--- src/rtl/core/assert_macros.svh ---
// assertion macros shared by the timer wheel modules
`ifndef ASSERT_MACROS_SVH
`define ASSERT_MACROS_SVH

// property that must hold at every clock edge outside reset
`define HTW_ASSERT(name, clk, rst, prop) \
  name: assert property (@(posedge clk) disable iff (rst) prop) \
    else $error("%m: check failed");

// condition that must never be seen outside reset
`define HTW_NEVER(name, clk, rst, cond) \
  name: assert property (@(posedge clk) disable iff (rst) !(cond)) \
    else $error("%m: forbidden condition");

`endif

--- src/rtl/core/htw_pkg.sv ---
// types and constants of the hierarchical timer wheel
`timescale 1ns / 1ps
`default_nettype none
package htw_pkg;
  localparam int ID_W = 6;
  localparam int TAG_W = 32;
  localparam int TICK_W = 32;
  localparam int LEVELS = 4;
  localparam int BKT_W = 2 * ID_W;

  localparam logic [ID_W-1:0] EMPTY_MARK = 6'd63;

  localparam logic [1:0] OP_ADD    = 2'd0;
  localparam logic [1:0] OP_CANCEL = 2'd1;
  localparam logic [1:0] OP_TICK   = 2'd2;

  localparam logic [1:0] KIND_ADD_ACK    = 2'd0;
  localparam logic [1:0] KIND_CANCEL_ACK = 2'd1;
  localparam logic [1:0] KIND_EXPIRY     = 2'd2;
  localparam logic [1:0] KIND_TICK_DONE  = 2'd3;

  localparam logic [1:0] STAT_OK        = 2'd0;
  localparam logic [1:0] STAT_FULL      = 2'd1;
  localparam logic [1:0] STAT_NOT_FOUND = 2'd2;

  typedef enum logic [4:0] {
    CMD_NOP,
    CMD_CLR,
    CMD_LATCH,
    CMD_ADD,
    CMD_CANCEL,
    CMD_PADDR,
    CMD_PRD,
    CMD_PWR_ADD,
    CMD_PWR_CASC,
    CMD_FSLOT,
    CMD_FHEAD,
    CMD_ADV,
    CMD_CSEL,
    CMD_CRD,
    CMD_CHEAD,
    CMD_WRD,
    CMD_FUSE,
    CMD_CUSE,
    CMD_DONE
  } htw_cmd_t;

  typedef struct packed {
    logic clr_done;
    logic add_stop;
    logic walk_more;
    logic casc_go;
  } htw_stat_t;
endpackage
`default_nettype wire

--- src/rtl/core/htw_ctrl.sv ---
// sequencer of the timer wheel
`timescale 1ns / 1ps
`default_nettype none
`include "assert_macros.svh"
module htw_ctrl
  import htw_pkg::*;
(
  input  wire logic       clk,
  input  wire logic       rst,
  input  wire logic       start,
  input  wire logic [1:0] op,
  input  wire htw_stat_t  stat,
  output htw_cmd_t        cmd,
  output logic            busy
);
  typedef enum logic [16:0] {
    S_CLR   = 17'h00001,
    S_IDLE  = 17'h00002,
    S_ADD   = 17'h00004,
    S_CAN   = 17'h00008,
    S_PADDR = 17'h00010,
    S_PRD   = 17'h00020,
    S_PWR   = 17'h00040,
    S_FSLOT = 17'h00080,
    S_FHEAD = 17'h00100,
    S_ADV   = 17'h00200,
    S_CSEL  = 17'h00400,
    S_CRD   = 17'h00800,
    S_CHEAD = 17'h01000,
    S_WCHK  = 17'h02000,
    S_WRD   = 17'h04000,
    S_WUSE  = 17'h08000,
    S_DONE  = 17'h10000
  } state_t;

  typedef enum logic [1:0] {
    PH_ADD,
    PH_FIRE1,
    PH_CASC,
    PH_FIRE2
  } phase_t;

  state_t state, state_next;
  phase_t phase, phase_next;

  always_ff @(posedge clk) begin
    if (rst) begin
      state <= S_CLR;
      phase <= PH_ADD;
    end else begin
      state <= state_next;
      phase <= phase_next;
    end
  end

  always_comb begin
    state_next = state;
    phase_next = phase;
    cmd = CMD_NOP;
    case (state)
      S_CLR: begin
        cmd = CMD_CLR;
        if (stat.clr_done) begin
          state_next = S_IDLE;
        end
      end
      S_IDLE: begin
        if (start) begin
          cmd = CMD_LATCH;
          case (op)
            OP_ADD: begin
              state_next = S_ADD;
              phase_next = PH_ADD;
            end
            OP_CANCEL: state_next = S_CAN;
            OP_TICK: begin
              state_next = S_FSLOT;
              phase_next = PH_FIRE1;
            end
            default: state_next = S_IDLE;
          endcase
        end
      end
      S_ADD: begin
        cmd = CMD_ADD;
        state_next = stat.add_stop ? S_IDLE : S_PADDR;
      end
      S_CAN: begin
        cmd = CMD_CANCEL;
        state_next = S_IDLE;
      end
      S_PADDR: begin
        cmd = CMD_PADDR;
        state_next = S_PRD;
      end
      S_PRD: begin
        cmd = CMD_PRD;
        state_next = S_PWR;
      end
      S_PWR: begin
        if (phase == PH_ADD) begin
          cmd = CMD_PWR_ADD;
          state_next = S_IDLE;
        end else begin
          cmd = CMD_PWR_CASC;
          state_next = S_WCHK;
        end
      end
      S_FSLOT: begin
        cmd = CMD_FSLOT;
        state_next = S_FHEAD;
      end
      S_FHEAD: begin
        cmd = CMD_FHEAD;
        state_next = S_WCHK;
      end
      S_ADV: begin
        cmd = CMD_ADV;
        state_next = S_CSEL;
      end
      S_CSEL: begin
        cmd = CMD_CSEL;
        if (stat.casc_go) begin
          state_next = S_CRD;
          phase_next = PH_CASC;
        end else begin
          state_next = S_FSLOT;
          phase_next = PH_FIRE2;
        end
      end
      S_CRD: begin
        cmd = CMD_CRD;
        state_next = S_CHEAD;
      end
      S_CHEAD: begin
        cmd = CMD_CHEAD;
        state_next = S_WCHK;
      end
      S_WCHK: begin
        if (stat.walk_more) begin
          state_next = S_WRD;
        end else begin
          case (phase)
            PH_FIRE1: state_next = S_ADV;
            PH_CASC: begin
              state_next = S_FSLOT;
              phase_next = PH_FIRE2;
            end
            PH_FIRE2: state_next = S_DONE;
            default:  state_next = S_IDLE;
          endcase
        end
      end
      S_WRD: begin
        cmd = CMD_WRD;
        state_next = S_WUSE;
      end
      S_WUSE: begin
        if (phase == PH_CASC) begin
          cmd = CMD_CUSE;
          state_next = S_PADDR;
        end else begin
          cmd = CMD_FUSE;
          state_next = S_WCHK;
        end
      end
      S_DONE: begin
        cmd = CMD_DONE;
        state_next = S_IDLE;
      end
      default: state_next = S_CLR;
    endcase
  end

  assign busy = (state != S_IDLE);

  `HTW_ASSERT(a_tick_starts_fire, clk, rst, (state == S_IDLE && start && op == OP_TICK) |=> (state == S_FSLOT && phase == PH_FIRE1))
  `HTW_ASSERT(a_add_phase_place, clk, rst, (state == S_PWR && phase == PH_ADD) |=> (state == S_IDLE))
  `HTW_ASSERT(a_cancel_returns, clk, rst, (state == S_CAN) |=> (state == S_IDLE))
endmodule
`default_nettype wire

--- config.mk ---
export PLATFORM = sky130hd
export DESIGN_NAME = htw_ctrl
export DESIGN_NICKNAME = d
export VERILOG_FILES = /design/src/rtl/core/htw_pkg.sv /design/src/rtl/core/htw_ctrl.sv
export VERILOG_INCLUDE_DIRS = /design/src /design/src/rtl/core
export SDC_FILE = /design/constraint.sdc
export NUM_CORES = 1
export LEC_CHECK = 0
export ABC_CLOCK_PERIOD_IN_PS = 3860
export BUFFER_PORTS_ARGS = -buffer_cell sky130_fd_sc_hd__buf_4
export CORE_MARGIN = 8
export CORE_UTILIZATION = 55
export DETAILED_ROUTE_END_ITERATION = 10
export PLACE_DENSITY = 0.82
export RECOVER_POWER = 25
export SYNTH_ARGS = -nofsm -noshare
export SYNTH_HDL_FRONTEND = slang
export SYNTH_SLANG_ARGS = --single-unit
--- constraint.sdc ---
create_clock -name clk -period 3.86 [get_ports clk]
set_clock_uncertainty 0.2 [all_clocks]
set_input_delay 0.772 -clock clk [delete_from_list [all_inputs] [get_ports clk]]
set_output_delay 0.772 -clock clk [all_outputs]
set_load 0.02 [all_outputs]
; After elaboration in Yosys (flattened, before gate mapping)
; Cells that the tools add are included.
[classes]
n_reduce_logical = 7
n_mux = 20
eq_ne = 28
[ops]
columns = cell, count
row1 = 17-bit one-hot mux with 15 select lines, 1
row2 = 5-bit one-hot mux with 16 select lines, 1
row3 = 17-bit 2-to-1 mux, 3
row4 = 17-bit one-hot mux with 3 select lines, 1
row5 = 14-bit 2-to-1 mux, 2
row6 = 8-bit one-hot mux with 3 select lines, 1
row7 = 17-bit by 1-bit equality test with 1-bit output (second input constant), 1
row8 = 17-bit by 10-bit equality test with 1-bit output (second input constant), 1
row9 = 17-bit by 11-bit equality test with 1-bit output (second input constant), 1
row10 = 17-bit by 12-bit equality test with 1-bit output (second input constant), 1
row11 = 17-bit by 13-bit equality test with 1-bit output (second input constant), 1
row12 = 17-bit by 14-bit equality test with 1-bit output (second input constant), 1
row13 = 17-bit by 15-bit equality test with 1-bit output (second input constant), 1
row14 = 17-bit by 16-bit equality test with 1-bit output (second input constant), 1
row15 = 17-bit equality test (second input constant), 1
row16 = 17-bit by 2-bit equality test with 1-bit output (second input constant), 1
row17 = 17-bit by 3-bit equality test with 1-bit output (second input constant), 1
row18 = 17-bit by 4-bit equality test with 1-bit output (second input constant), 1
row19 = 17-bit by 5-bit equality test with 1-bit output (second input constant), 1
row20 = 17-bit by 6-bit equality test with 1-bit output (second input constant), 1
row21 = 17-bit by 7-bit equality test with 1-bit output (second input constant), 1
row22 = 17-bit by 8-bit equality test with 1-bit output (second input constant), 1
row23 = 17-bit by 9-bit equality test with 1-bit output (second input constant), 1
row24 = 17-bit by 2-bit inequality test with 1-bit output (second input constant), 1
row25 = 16 further kinds, 28
[word_totals]
register_bits = 19

; Logic depth before layout (Yosys ltp)
; Gate-level depths: netlist of run 1.
[logic_depth]
depth_word = 4
depth_mapped = 8

; Least setup slack after synthesis of run 1
; Ideal clock, no wire load.
[synth_timing]
path_kind = register to output
from = reg state[8]
to = out cmd[0]
path_stages_with_launch = 8
required_time_ps = 2888
slack_ps = 444
arrival_ps = 2444
path_buffers = 1
path_cell_list = dfxtp_1 or4_4 or4_1 buf_2 or4b_4 nand4_1 nor4b_1 o21ai_1
[synth_between]
elab_chain_cells = 2
[synth_lines]
columns = item, line_no
row1 = from (decl), htw_ctrl.sv:43  ; state_t state, state_next;
row2 = from (signal assigned), htw_ctrl.sv:51  ; state <= state_next;
row3 = "17-bit equality test, or another cell as far along", htw_ctrl.sv:60  ; case (state)
row4 = 5-bit one-hot mux with 16 select lines *, htw_ctrl.sv:60
row5 = to (decl), htw_ctrl.sv:13  ; output htw_cmd_t cmd,
; Every way passes the cells marked *; elsewhere a longest branch is shown, timed or not.

; Final worst setup path of run 1
; Same ends and word-level chain as after synthesis.

==> results of run 1 <==
cell usage in the layout (no fill, tap or decap), types with 3 or more instances in the layout:
cell type  count
buf_4         19
dfxtp_1       17
nor2_1        14
nand2_1        7
nor4_1         7
inv_1          7
nor4b_1        6
a21oi_1        5
or4_4          4
or4_1          4
nor2b_1        3
nand3b_1       3
nand4_1        3
and4b_1        3
o21ai_1        3
o21ai_0        3
clkbuf_4       3
timing repair:
item / CTS / global route
resized for setup: 1 / 5
setup endpoints to repair: 1 / 1
pin swaps: 0 / 2
setup buffers: 0 / 1
flip-flops by register name, indices dropped and copies added, names as in the netlist:
| signal | cells |
|---|---|
| phase | 2 |
| state | 17 |
report_power, final:
| group | internal (mW) | switching, mW |
|---|---|---|
| combinational | 0.0618 | 0.0794 |
| sequential | 0.204 | 0.0129 |
| clock | 0.0386 | 0.0614 |
cells by family after synthesis:
kind of cell / count (synthesis) / synth area share
AND/OR/NAND/NOR: 74 / 0.424
AO/OA/AOI/OAI: 27 / 0.168
flip-flops: 19 / 0.343
buffers and inverters: 11 / 0.0395
XOR/XNOR: 2 / 0.0158
multiplexers: 1 / 0.00903
layout make-up:
cell class | instances | area (sq um)
Clock buffer | 3 | 22.5
Inverter | 7 | 26.3
Sequential cell | 19 | 383
Timing Repair Buffer | 19 | 143
Fill cell | 166 | 607
Tap cell | 27 | 33.8
Multi-Input combinational cell | 104 | 702
Clock inverter | 1 | 5.00
worst min-delay path, cell delays in order (launching register included):
cell,delay [ns]
dfxtp_1,0.35
nand4b_1,0.13
nor2_1,0.05
worst paths after layout:
kind / slack, ns / depth (start not counted) / endpoint
max: 0.07 / 7 / cmd[0]
max reg2reg: 1.08 / 6 / state[7]
min: 0.36 / 2 / state[11]
min reg2reg: 0.36 / 2 / state[11]
layer usage:
metal / vias to the layer above / GRT usage / routed length, um
met5: - / 0 / 0
met4: 0 / 0.0664 / 87
met3: 14 / 0.0508 / 303
met2: 64 / 0.273 / 1440
met1: 542 / 0.196 / 1220
li1: 562 / - / -
metrics by stage:
step | TNS, ns | hold WS (ns) | area [sq um] | util
floorplan | 0 | 0.281 | 1110 | -
global placement | 0 | 0.320 | 1260 | 0.656
detailed placement | 0 | 0.341 | 1260 | 0.656
CTS | 0 | 0.356 | 1290 | 0.672
global route | -0.00773 | 0.398 | 1320 | 0.684
finish | 0 | 0.363 | 1320 | 0.684
==> summary.txt, run 1 <==
Synth
  • Yosys top cell by area: dfxtp_1
  • #FFs+latches synth: 19
  • Mean post-synth cell area: 8.27 sq um
  • Top-count cell post-synth: dfxtp_1
  • Synth Flop Type: dfxtp_1
  • Gate Count Post-Synth: 134
  • Mapped Nets: 143
  • Yosys warning count: 0
  • Post-synthesis instance area: 1110 sq um
  • Distinct cells, synth: 46
  • Top cells by area, synth: dfxtp_1 (34%), nor2_1 (4.7%), or4_1 (4.7%), nor4b_1 (4.7%), nor4_1 (4.5%)
  • Synth async-reset ratio: 0
  • Number of synthesized flops with an enable pin: 0
  • Register area share after synthesis: 0.343
  • Commonest cells in the synthesized netlist: dfxtp_1 (19), nor2_1 (14), nor4_1 (8)
  • Post-synth top area share: 0.343

Critical path
  • CP max stage delay: 0.58 ns
  • Worst Setup End Kind: output port
  • Critical path's top delay family: simple AND/OR/NAND/NOR gates
  • CP startpoint kind: register
  • Critical path origin: state[8]
  • CP dominant cell by count: or4_4
  • Critical Path RT: 2.89 ns
  • Arr. time, crit path: 2.82 ns
  • Max stage delay cell, worst path: or4_4
  • Worst R2R Start: state[8]
  • CP Max Fanout: 7
  • Worst path bufs/invs: 1
  • Setup Crit Path Kind: register to output port
  • CP Cell Sequence: or4_4 > or4_4 > or4b_4 > nand4_1 > nor4b_1 > o21ai_1 > buf_4

Final layout
  • Syn-to-layout area delta: 18.6%
  • # diodes: 0
  • Share of post-route cells with drive strength above 1: 0.222
  • Final Net Count: 163
  • Fin cells: 180

CTS
  • CTS tree: done
  • Htree depth: 1
  • CTS Buf Count: 3
  • # clock sinks: 19
  • Hold buffers post-CTS: 0
  • Root buffer cell: clkbuf_4
  • CTS clk-pin slew, worst paths: 0.11 ns
  • Max Root-Sink Buffers: 2
  • Worst skew pair latency: 0.30 ns

Die
  • Initial Utilization: 0.577
  • Num ports: 15
  • Num rows: 16
  • Core box area: 1920 sq um
  • Die area: 3710 sq um
  • Chip width: 60.9 um
  • Die H: 60.9 um

Timing
  • Final min period: 3.79 ns
  • Final worst slack: 0.0675 ns
  • Slew @ Worst Pin: 0.848 ns
  • Max_slew headroom: 0.431
  • Period utilization: 0.983
  • Endpoints failing hold: 0
  • Max Clock Freq: 264 MHz
  • Final Max Slew Viols: 0
  • Final setup violating endpoints: 0

Flow run
  • Maxcap violations: 0

Detailed routing
  • WL/cell: 17.0 um
  • Number of detailed-route iterations in the first pass: 4
  • Initial DRC Count: 66
  • Final antenna-violating net count: 0
  • Detailed-route DRC error count: 0
  • Total wire length: 3050 um
  • Via count: 1182
  • Vias per cell: 6.57

Place
  • Placed cells: 175
  • DP Worst Slack: 0.336 ns
  • IO buf count: 14
  • Final HPWL DP: 2290 um
  • GP Congestion: 0.882

Global routing
  • First-pass GRT wire length: 4660 um
  • Vias in the first global route: 1074
  • Gr usage total: 0.167
  • Initial antenna violation count: 0
  • Grt total ovfl: 0
  • Largest net degree at the start of global routing: 12

Min path
  • Hold Startpoint: state[10]
  • Hold Crit Class: register to register

Pwr
  • Worst IR Drop VDD: 0.257 mV
  • Total power density per cell area: 349 nW/um^2
  • LEAKAGE: 0.503 nW
  • Power, Total: 458 uW

Run status
  • Status: finished clean
No activity file was read; power rests on OpenSTA's default activity.
==> run 2, diff against run 1 <==
--- a/config.mk
+++ b/config.mk
@@ -10,9 +10,11 @@
 export BUFFER_PORTS_ARGS = -buffer_cell sky130_fd_sc_hd__buf_4
 export CORE_MARGIN = 8
 export CORE_UTILIZATION = 55
+export CTS_CLUSTER_SIZE = 16
 export DETAILED_ROUTE_END_ITERATION = 10
 export PLACE_DENSITY = 0.82
 export RECOVER_POWER = 25
+export SETUP_SLACK_MARGIN = 0.4
 export SYNTH_ARGS = -nofsm -noshare
 export SYNTH_HDL_FRONTEND = slang
 export SYNTH_SLANG_ARGS = --single-unit
==> run 2 against run 1 <==
Compared with the run above:
- total power up 5.5%
- die area unchanged
- critical endpoint is now cmd[3]
- clock power about the same
- utilization up 4.6 points
- largest cell class unchanged
- highest routed layer unchanged
- count of clock-buffer cells in the layout unchanged
- worst hold slack worse by 0.0087 ns
- global-route usage up 3.9 points
==> summary.txt, run 2 (synthesis results as in run 1) <==
Pwr
  • Switch share: 0.339 (was 0.335)
  • Total net switching power: 164 uW (was 154 uW)
  • LEAKAGE: 0.538 nW (was 0.503 nW)
  • Sequential share of power: 0.440 (was 0.474)
  • Int Pwr: 319 uW (was 305 uW)
  • Combinational Power Share: 0.351 (was 0.308)
  • Clock power frac: 0.208 (was 0.218)
  • Worst IR Drop VDD: 0.255 mV (was 0.257 mV)
  • Total power density per cell area: 345 nW/um^2 (was 349 nW/um^2)

Critical path
  • Critical Path RT: 2.89 ns (about the same)
  • CP Cell Sequence: or4_1 > or4_4 > nor4b_4 > buf_4 > a221oi_1 > nand4_1 > buf_4 (was or4_4 > or4_4 > or4b_4 > nand4_1 > nor4b_1 > o21ai_1 > buf_4)
  • Max stage delay cell, worst path: or4_4 (unchanged)
  • Setup Crit Path Kind: register to output port (unchanged)
  • Arr. time, crit path: 2.79 ns (was 2.82 ns)
  • FF-to-FF setup slack: 0.96 ns (was 1.08 ns)
  • CP startpoint kind: register (unchanged)
  • Worst Setup End Kind: output port (unchanged)
  • CP max stage delay: 0.62 ns (was 0.58 ns)
  • CP Max Fanout: 4 (was 7)
  • CP dominant cell by count: buf_4 (was or4_4)

Run status
  • Status: finished clean (unchanged)

Global routing
  • Gr usage total: 0.206 (was 0.167)
  • Grt total ovfl: 0 (unchanged)
  • Vias in the first global route: 1228 (was 1074)
  • Initial antenna violation count: 0 (unchanged)
  • Largest net degree at the start of global routing: 12 (unchanged)
  • First-pass GRT wire length: 5710 um (was 4660 um)

Place
  • IO buf count: 14 (unchanged)
  • Final HPWL DP: 2290 um (unchanged)
  • GP Congestion: 0.882 (unchanged)
  • DP Worst Slack: 0.336 ns (unchanged)
  • Placed cells: 175 (unchanged)

CTS
  • Max Root-Sink Buffers: 2 (unchanged)
  • CTS tree: done (unchanged)
  • CTS Buf Count: 3 (unchanged)
  • Hold buffers post-CTS: 0 (unchanged)
  • Worst skew pair latency: 0.30 ns (about the same)
  • Htree depth: 1 (unchanged)
  • # clock sinks: 19 (unchanged)
  • CTS clk-pin slew, worst paths: 0.11 ns (about the same)
  • Root buffer cell: clkbuf_4 (unchanged)

Die
  • Num rows: 16 (unchanged)
  • Die H: 60.9 um (unchanged)
  • Chip width: 60.9 um (unchanged)
  • Initial Utilization: 0.577 (unchanged)
  • Num ports: 15 (unchanged)
  • Core box area: 1920 sq um (unchanged)
  • Die area: 3710 sq um (unchanged)

Detailed routing
  • WL/cell: 18.9 um (was 17.0 um)
  • Number of detailed-route iterations in the first pass: 5 (was 4)
  • Detailed-route DRC error count: 0 (unchanged)
  • Initial DRC Count: 83 (was 66)
  • Total wire length: 3540 um (was 3050 um)
  • Final antenna-violating net count: 0 (unchanged)
  • Via count: 1282 (was 1182)
  • Vias per cell: 6.86 (was 6.57)

Timing
  • Final hold slack: 0.354 ns (was 0.363 ns)
  • Final setup violating endpoints: 0 (unchanged)
  • Period utilization: 0.974 (was 0.983)
  • Sum Neg Setup Slack: 0 ns (unchanged)
  • Final worst slack: 0.0994 ns (was 0.0675 ns)
  • Max_slew headroom: 0.420 (was 0.431)
  • RSZ-0062 raised after global routing: true
  • Final min period: 3.76 ns (was 3.79 ns)
  • Endpoints failing hold: 0 (unchanged)
  • Slew @ Worst Pin: 0.865 ns (was 0.848 ns)
  • Max Clock Freq: 266 MHz (was 264 MHz)
  • Final Max Slew Viols: 0 (unchanged)

Final layout
  • Fin cells: 187 (was 180)
  • Largest registers: state x17, phase x2 (unchanged)
  • Syn-to-layout area delta: 26.5% (was 18.6%)
  • Most common cell after layout, fill and taps aside: buf_4 (unchanged)
  • Reg with most FFs: state (unchanged)
  • Max FFs per register: 17 (unchanged)
  • Final Net Count: 170 (was 163)
  • Most frequent cells in the layout: buf_4 (26), dfxtp_1 (15), nor2_1 (13) (was buf_4 (19), dfxtp_1 (17), nor2_1 (14))
  • # diodes: 0 (unchanged)
  • Share of post-route cells with drive strength above 1: 0.294 (was 0.222)

Flow run
  • Maxcap violations: 0 (unchanged)

Min path
  • Hold Crit Class: register to register (unchanged)
run 2: power by group through the flow:
stage | clock, mW | sequential [mW] | combinational, mW
floorplan | 0 | 0.218 | 0.0908
global placement | 0 | 0.219 | 0.130
detailed placement | 0 | 0.221 | 0.131
CTS | 0.103 | 0.212 | 0.163
global route | 0.113 | 0.214 | 0.182
finish | 0.101 | 0.213 | 0.170
run 2: area by class of cell:
class / instances / area, sq um
clock inverters: 1 / 5.00
multi-input cells: 104 / 729
clock buffers: 3 / 22.5
flip-flops and latches: 19 / 390
repair buffers: 26 / 195
inverters: 7 / 26.3
fillers: 153 / 519
well taps: 27 / 33.8
run 2: worst paths after layout:
path,from,end,cells after the start
worst min register to register,state[10],state[11],2
worst min-delay path,state[10],state[11],2
worst max-delay path,state[0],cmd[3],7
worst max register to register,state[9],state[8],7
run 2: worst max-delay path, delay by kind of cell (launching register included):
kind | cells | cell delay, ns
buffers and inverters | 2 | 0.33
AND/OR/NAND/NOR | 4 | 1.71
flip-flops | 1 | 0.35
AO/OA/AOI/OAI | 1 | 0.08
run 2: metal layers:
layer / GRT usage / up-vias / part of all wire
li1: - / 578 / -
met2: 0.351 / 91 / 0.50
met4: 0.0698 / 0 / 0.030
met3: 0.0593 / 19 / 0.11
met5: 0 / - / 0
met1: 0.239 / 594 / 0.36
run 2: metrics by stage:
stage,area (sq um),utilization,power (mW)
2_1_floorplan,1110,-,0.308
3_3_place_gp,1260,0.656,0.349
3_5_place_dp,1260,0.656,0.352
4_1_cts,1400,0.727,0.479
5_1_grt,1400,0.730,0.510
6_report,1400,0.730,0.484
run 2: repair_timing:
action,CTS,global route
gates cloned,0,0
resized for setup,15,3
buffers inserted,8,0
endpoints found under the setup margin,5,5
pin swaps,8,1
==> run 3, diff against run 2 <==
--- a/config.mk
+++ b/config.mk
@@ -13,7 +13,7 @@
 export CTS_CLUSTER_SIZE = 16
 export DETAILED_ROUTE_END_ITERATION = 10
 export PLACE_DENSITY = 0.82
-export RECOVER_POWER = 25
+export RECOVER_POWER = 50
 export SETUP_SLACK_MARGIN = 0.4
 export SYNTH_ARGS = -nofsm -noshare
 export SYNTH_HDL_FRONTEND = slang
==> run 3 against run 2 <==
Compared with the run above:
- die area is the same
- global-route usage is the same
- sequential power is essentially flat
- via count grew 1.8%
- first-iteration DRC count shrank 1.2%
- sequential share of layout area grew 0.35 points
- fmax is essentially flat
- critical path depth is the same
- count of clock-buffer cells in the layout is the same
- critical path type unchanged
- critical endpoint unchanged
==> summary.txt, run 3 (synthesis results as in run 1) <==
Timing
  • Final setup violating endpoints: 0 (unchanged)
  • Max_slew headroom: 0.114 (was 0.420)
  • Final hold slack: 0.355 ns (was 0.354 ns)
  • Final min period: 3.76 ns (about the same)
  • RSZ-0062 raised after global routing: true (unchanged)
  • Final worst slack: 0.0999 ns (was 0.0994 ns)
  • Slew @ Worst Pin: 1.32 ns (was 0.865 ns)
  • Endpoints failing hold: 0 (unchanged)
  • Max Clock Freq: 266 MHz (about the same)
  • Final Max Slew Viols: 0 (unchanged)
  • Sum Neg Setup Slack: 0 ns (unchanged)
  • Period utilization: 0.974 (about the same)

Die
  • Die H: 60.9 um (unchanged)
  • Core box area: 1920 sq um (unchanged)
  • Num rows: 16 (unchanged)
  • Initial Utilization: 0.577 (unchanged)
  • Die area: 3710 sq um (unchanged)
  • Chip width: 60.9 um (unchanged)
  • Num ports: 15 (unchanged)

Critical path
  • CP startpoint kind: register (unchanged)
  • FF-to-FF setup slack: 0.40 ns (was 0.96 ns)
  • CP Cell Sequence: or4_1 > or4_4 > nor4b_4 > buf_4 > a221oi_1 > nand4_1 > buf_4 (unchanged)
  • CP Max Fanout: 4 (unchanged)
  • Worst R2R Start: state[9] (unchanged)
  • CP dominant cell by count: buf_4 (unchanged)
  • Setup Crit Path Kind: register to output port (unchanged)
  • Worst R2R End: state[8] (unchanged)
  • Max stage delay cell, worst path: or4_4 (unchanged)
  • CP max stage delay: 0.62 ns (about the same)
  • Worst Setup End Kind: output port (unchanged)
  • Worst reg2reg path depth: 7 (unchanged)
  • Arr. time, crit path: 2.79 ns (about the same)
  • Critical Path RT: 2.89 ns (about the same)

CTS
  • CTS clk-pin slew, worst paths: 0.11 ns (about the same)
  • Max Root-Sink Buffers: 2 (unchanged)
  • Htree depth: 1 (unchanged)
  • Hold buffers post-CTS: 0 (unchanged)
  • Worst skew pair latency: 0.30 ns (about the same)
  • # clock sinks: 19 (unchanged)
  • Root buffer cell: clkbuf_4 (unchanged)
  • CTS Buf Count: 3 (unchanged)
  • CTS tree: done (unchanged)

Final layout
  • Max FFs per register: 17 (unchanged)
  • # diodes: 0 (unchanged)
  • Reg with most FFs: state (unchanged)
  • Share of post-route cells with drive strength above 1: 0.269 (was 0.294)
  • Most common cell after layout, fill and taps aside: buf_4 (unchanged)
  • Final Net Count: 170 (unchanged)
  • Largest registers: state x17, phase x2 (unchanged)
  • Most frequent cells in the layout: buf_4 (23), dfxtp_1 (15), nor2_1 (13) (was buf_4 (26), dfxtp_1 (15), nor2_1 (13))
  • Syn-to-layout area delta: 24.9% (was 26.5%)

Pwr
  • Power, Total: 482 uW (was 484 uW)
  • LEAKAGE: 0.526 nW (was 0.538 nW)
  • Total power density per cell area: 348 nW/um^2 (was 345 nW/um^2)
  • Worst IR Drop VDD: 0.257 mV (was 0.255 mV)

Detailed routing
  • WL/cell: 19.0 um (was 18.9 um)
  • Total wire length: 3550 um (was 3540 um)
  • Final antenna-violating net count: 0 (unchanged)
  • Initial DRC Count: 82 (was 83)
  • Via count: 1305 (was 1282)
  • Vias per cell: 6.98 (was 6.86)
  • Detailed-route DRC error count: 0 (unchanged)
  • Number of detailed-route iterations in the first pass: 7 (was 5)

Place
  • Final HPWL DP: 2290 um (unchanged)
  • IO buf count: 14 (unchanged)
  • DP Worst Slack: 0.336 ns (unchanged)
  • GP Congestion: 0.882 (unchanged)

Global routing
  • Grt met2 use: 0.351 (unchanged)
  • Gr usage total: 0.206 (unchanged)
  • Most used routing layer: met2 (unchanged)
  • Vias in the first global route: 1228 (unchanged)
  • Met3 GRT Util: 0.0593 (unchanged)
  • Grt total ovfl: 0 (unchanged)
  • Met1 usage: 0.239 (unchanged)
  • Largest net degree at the start of global routing: 12 (unchanged)
  • First-pass GRT wire length: 5710 um (unchanged)
  • Initial antenna violation count: 0 (unchanged)

Min path
  • Hold EP: state[11] (unchanged)
  • Hold Crit Class: register to register (unchanged)
  • Hold Startpoint: state[10] (unchanged)
  • Hold Path Cell Cnt: 2 (unchanged)

Flow run
  • Maxcap violations: 0 (unchanged)

Run status
  • Status: finished clean (unchanged)
[run 3: cell type report]
type	count	area, sq um
multi-input combinational	104	723
fill	157	537
sequential	19	390
timing repair buffer	26	184
tap	27	33.8
inverter	7	26.3
clock buffer	3	22.5
clock inverter	1	5.00
[run 3: repair_timing]
action / CTS / global route
endpoints found under the setup margin: 5 / 5
pin swaps: 8 / 1
resized for setup: 15 / 3
setup buffers: 8 / 0
[run 3: stage by stage]
| stage | utilization | std cells | cell area [sq um] |
|---|---|---|---|
| 6_report | 0.721 | 187 | 1390 |
| 2_1_floorplan | - | 134 | 1110 |
| 5_1_grt | 0.721 | 187 | 1390 |
| 3_5_place_dp | 0.656 | 175 | 1260 |
| 3_3_place_gp | 0.656 | 175 | 1260 |
| 4_1_cts | 0.727 | 187 | 1400 |
[run 3: where the power goes]
| group | total [mW] | switching, mW | internal [mW] |
|---|---|---|---|
| clock | 0.101 | 0.0625 | 0.0387 |
| sequential | 0.213 | 0.00577 | 0.207 |
| combinational | 0.167 | 0.0967 | 0.0707 |
| total | 0.482 | 0.165 | 0.317 |
[run 3: worst max path at each step]
stage	start	end	slack, ns
global placement	state[8]	cmd[0]	0.35
detailed placement	state[8]	cmd[0]	0.34
finish	state[0]	cmd[3]	0.1
floorplan	state[8]	cmd[0]	0.44
CTS	state[9]	cmd[0]	0.17
global route	state[0]	cmd[3]	0.01
[run 3: worst max-delay path, delay by kind of cell (launching register included)]
family / cells / cell delay (ns)
simple gates: 4 / 1.71
buf+inv: 2 / 0.34
flops: 1 / 0.35
compound gates: 1 / 0.08
[run 3: per-layer routing]
| layer | wire, um | vias up |
|---|---|---|
| li1 | - | 577 |
| met1 | 1300 | 595 |
| met2 | 1700 | 102 |
| met3 | 369 | 31 |
| met4 | 173 | 0 |
| met5 | 0 | - |
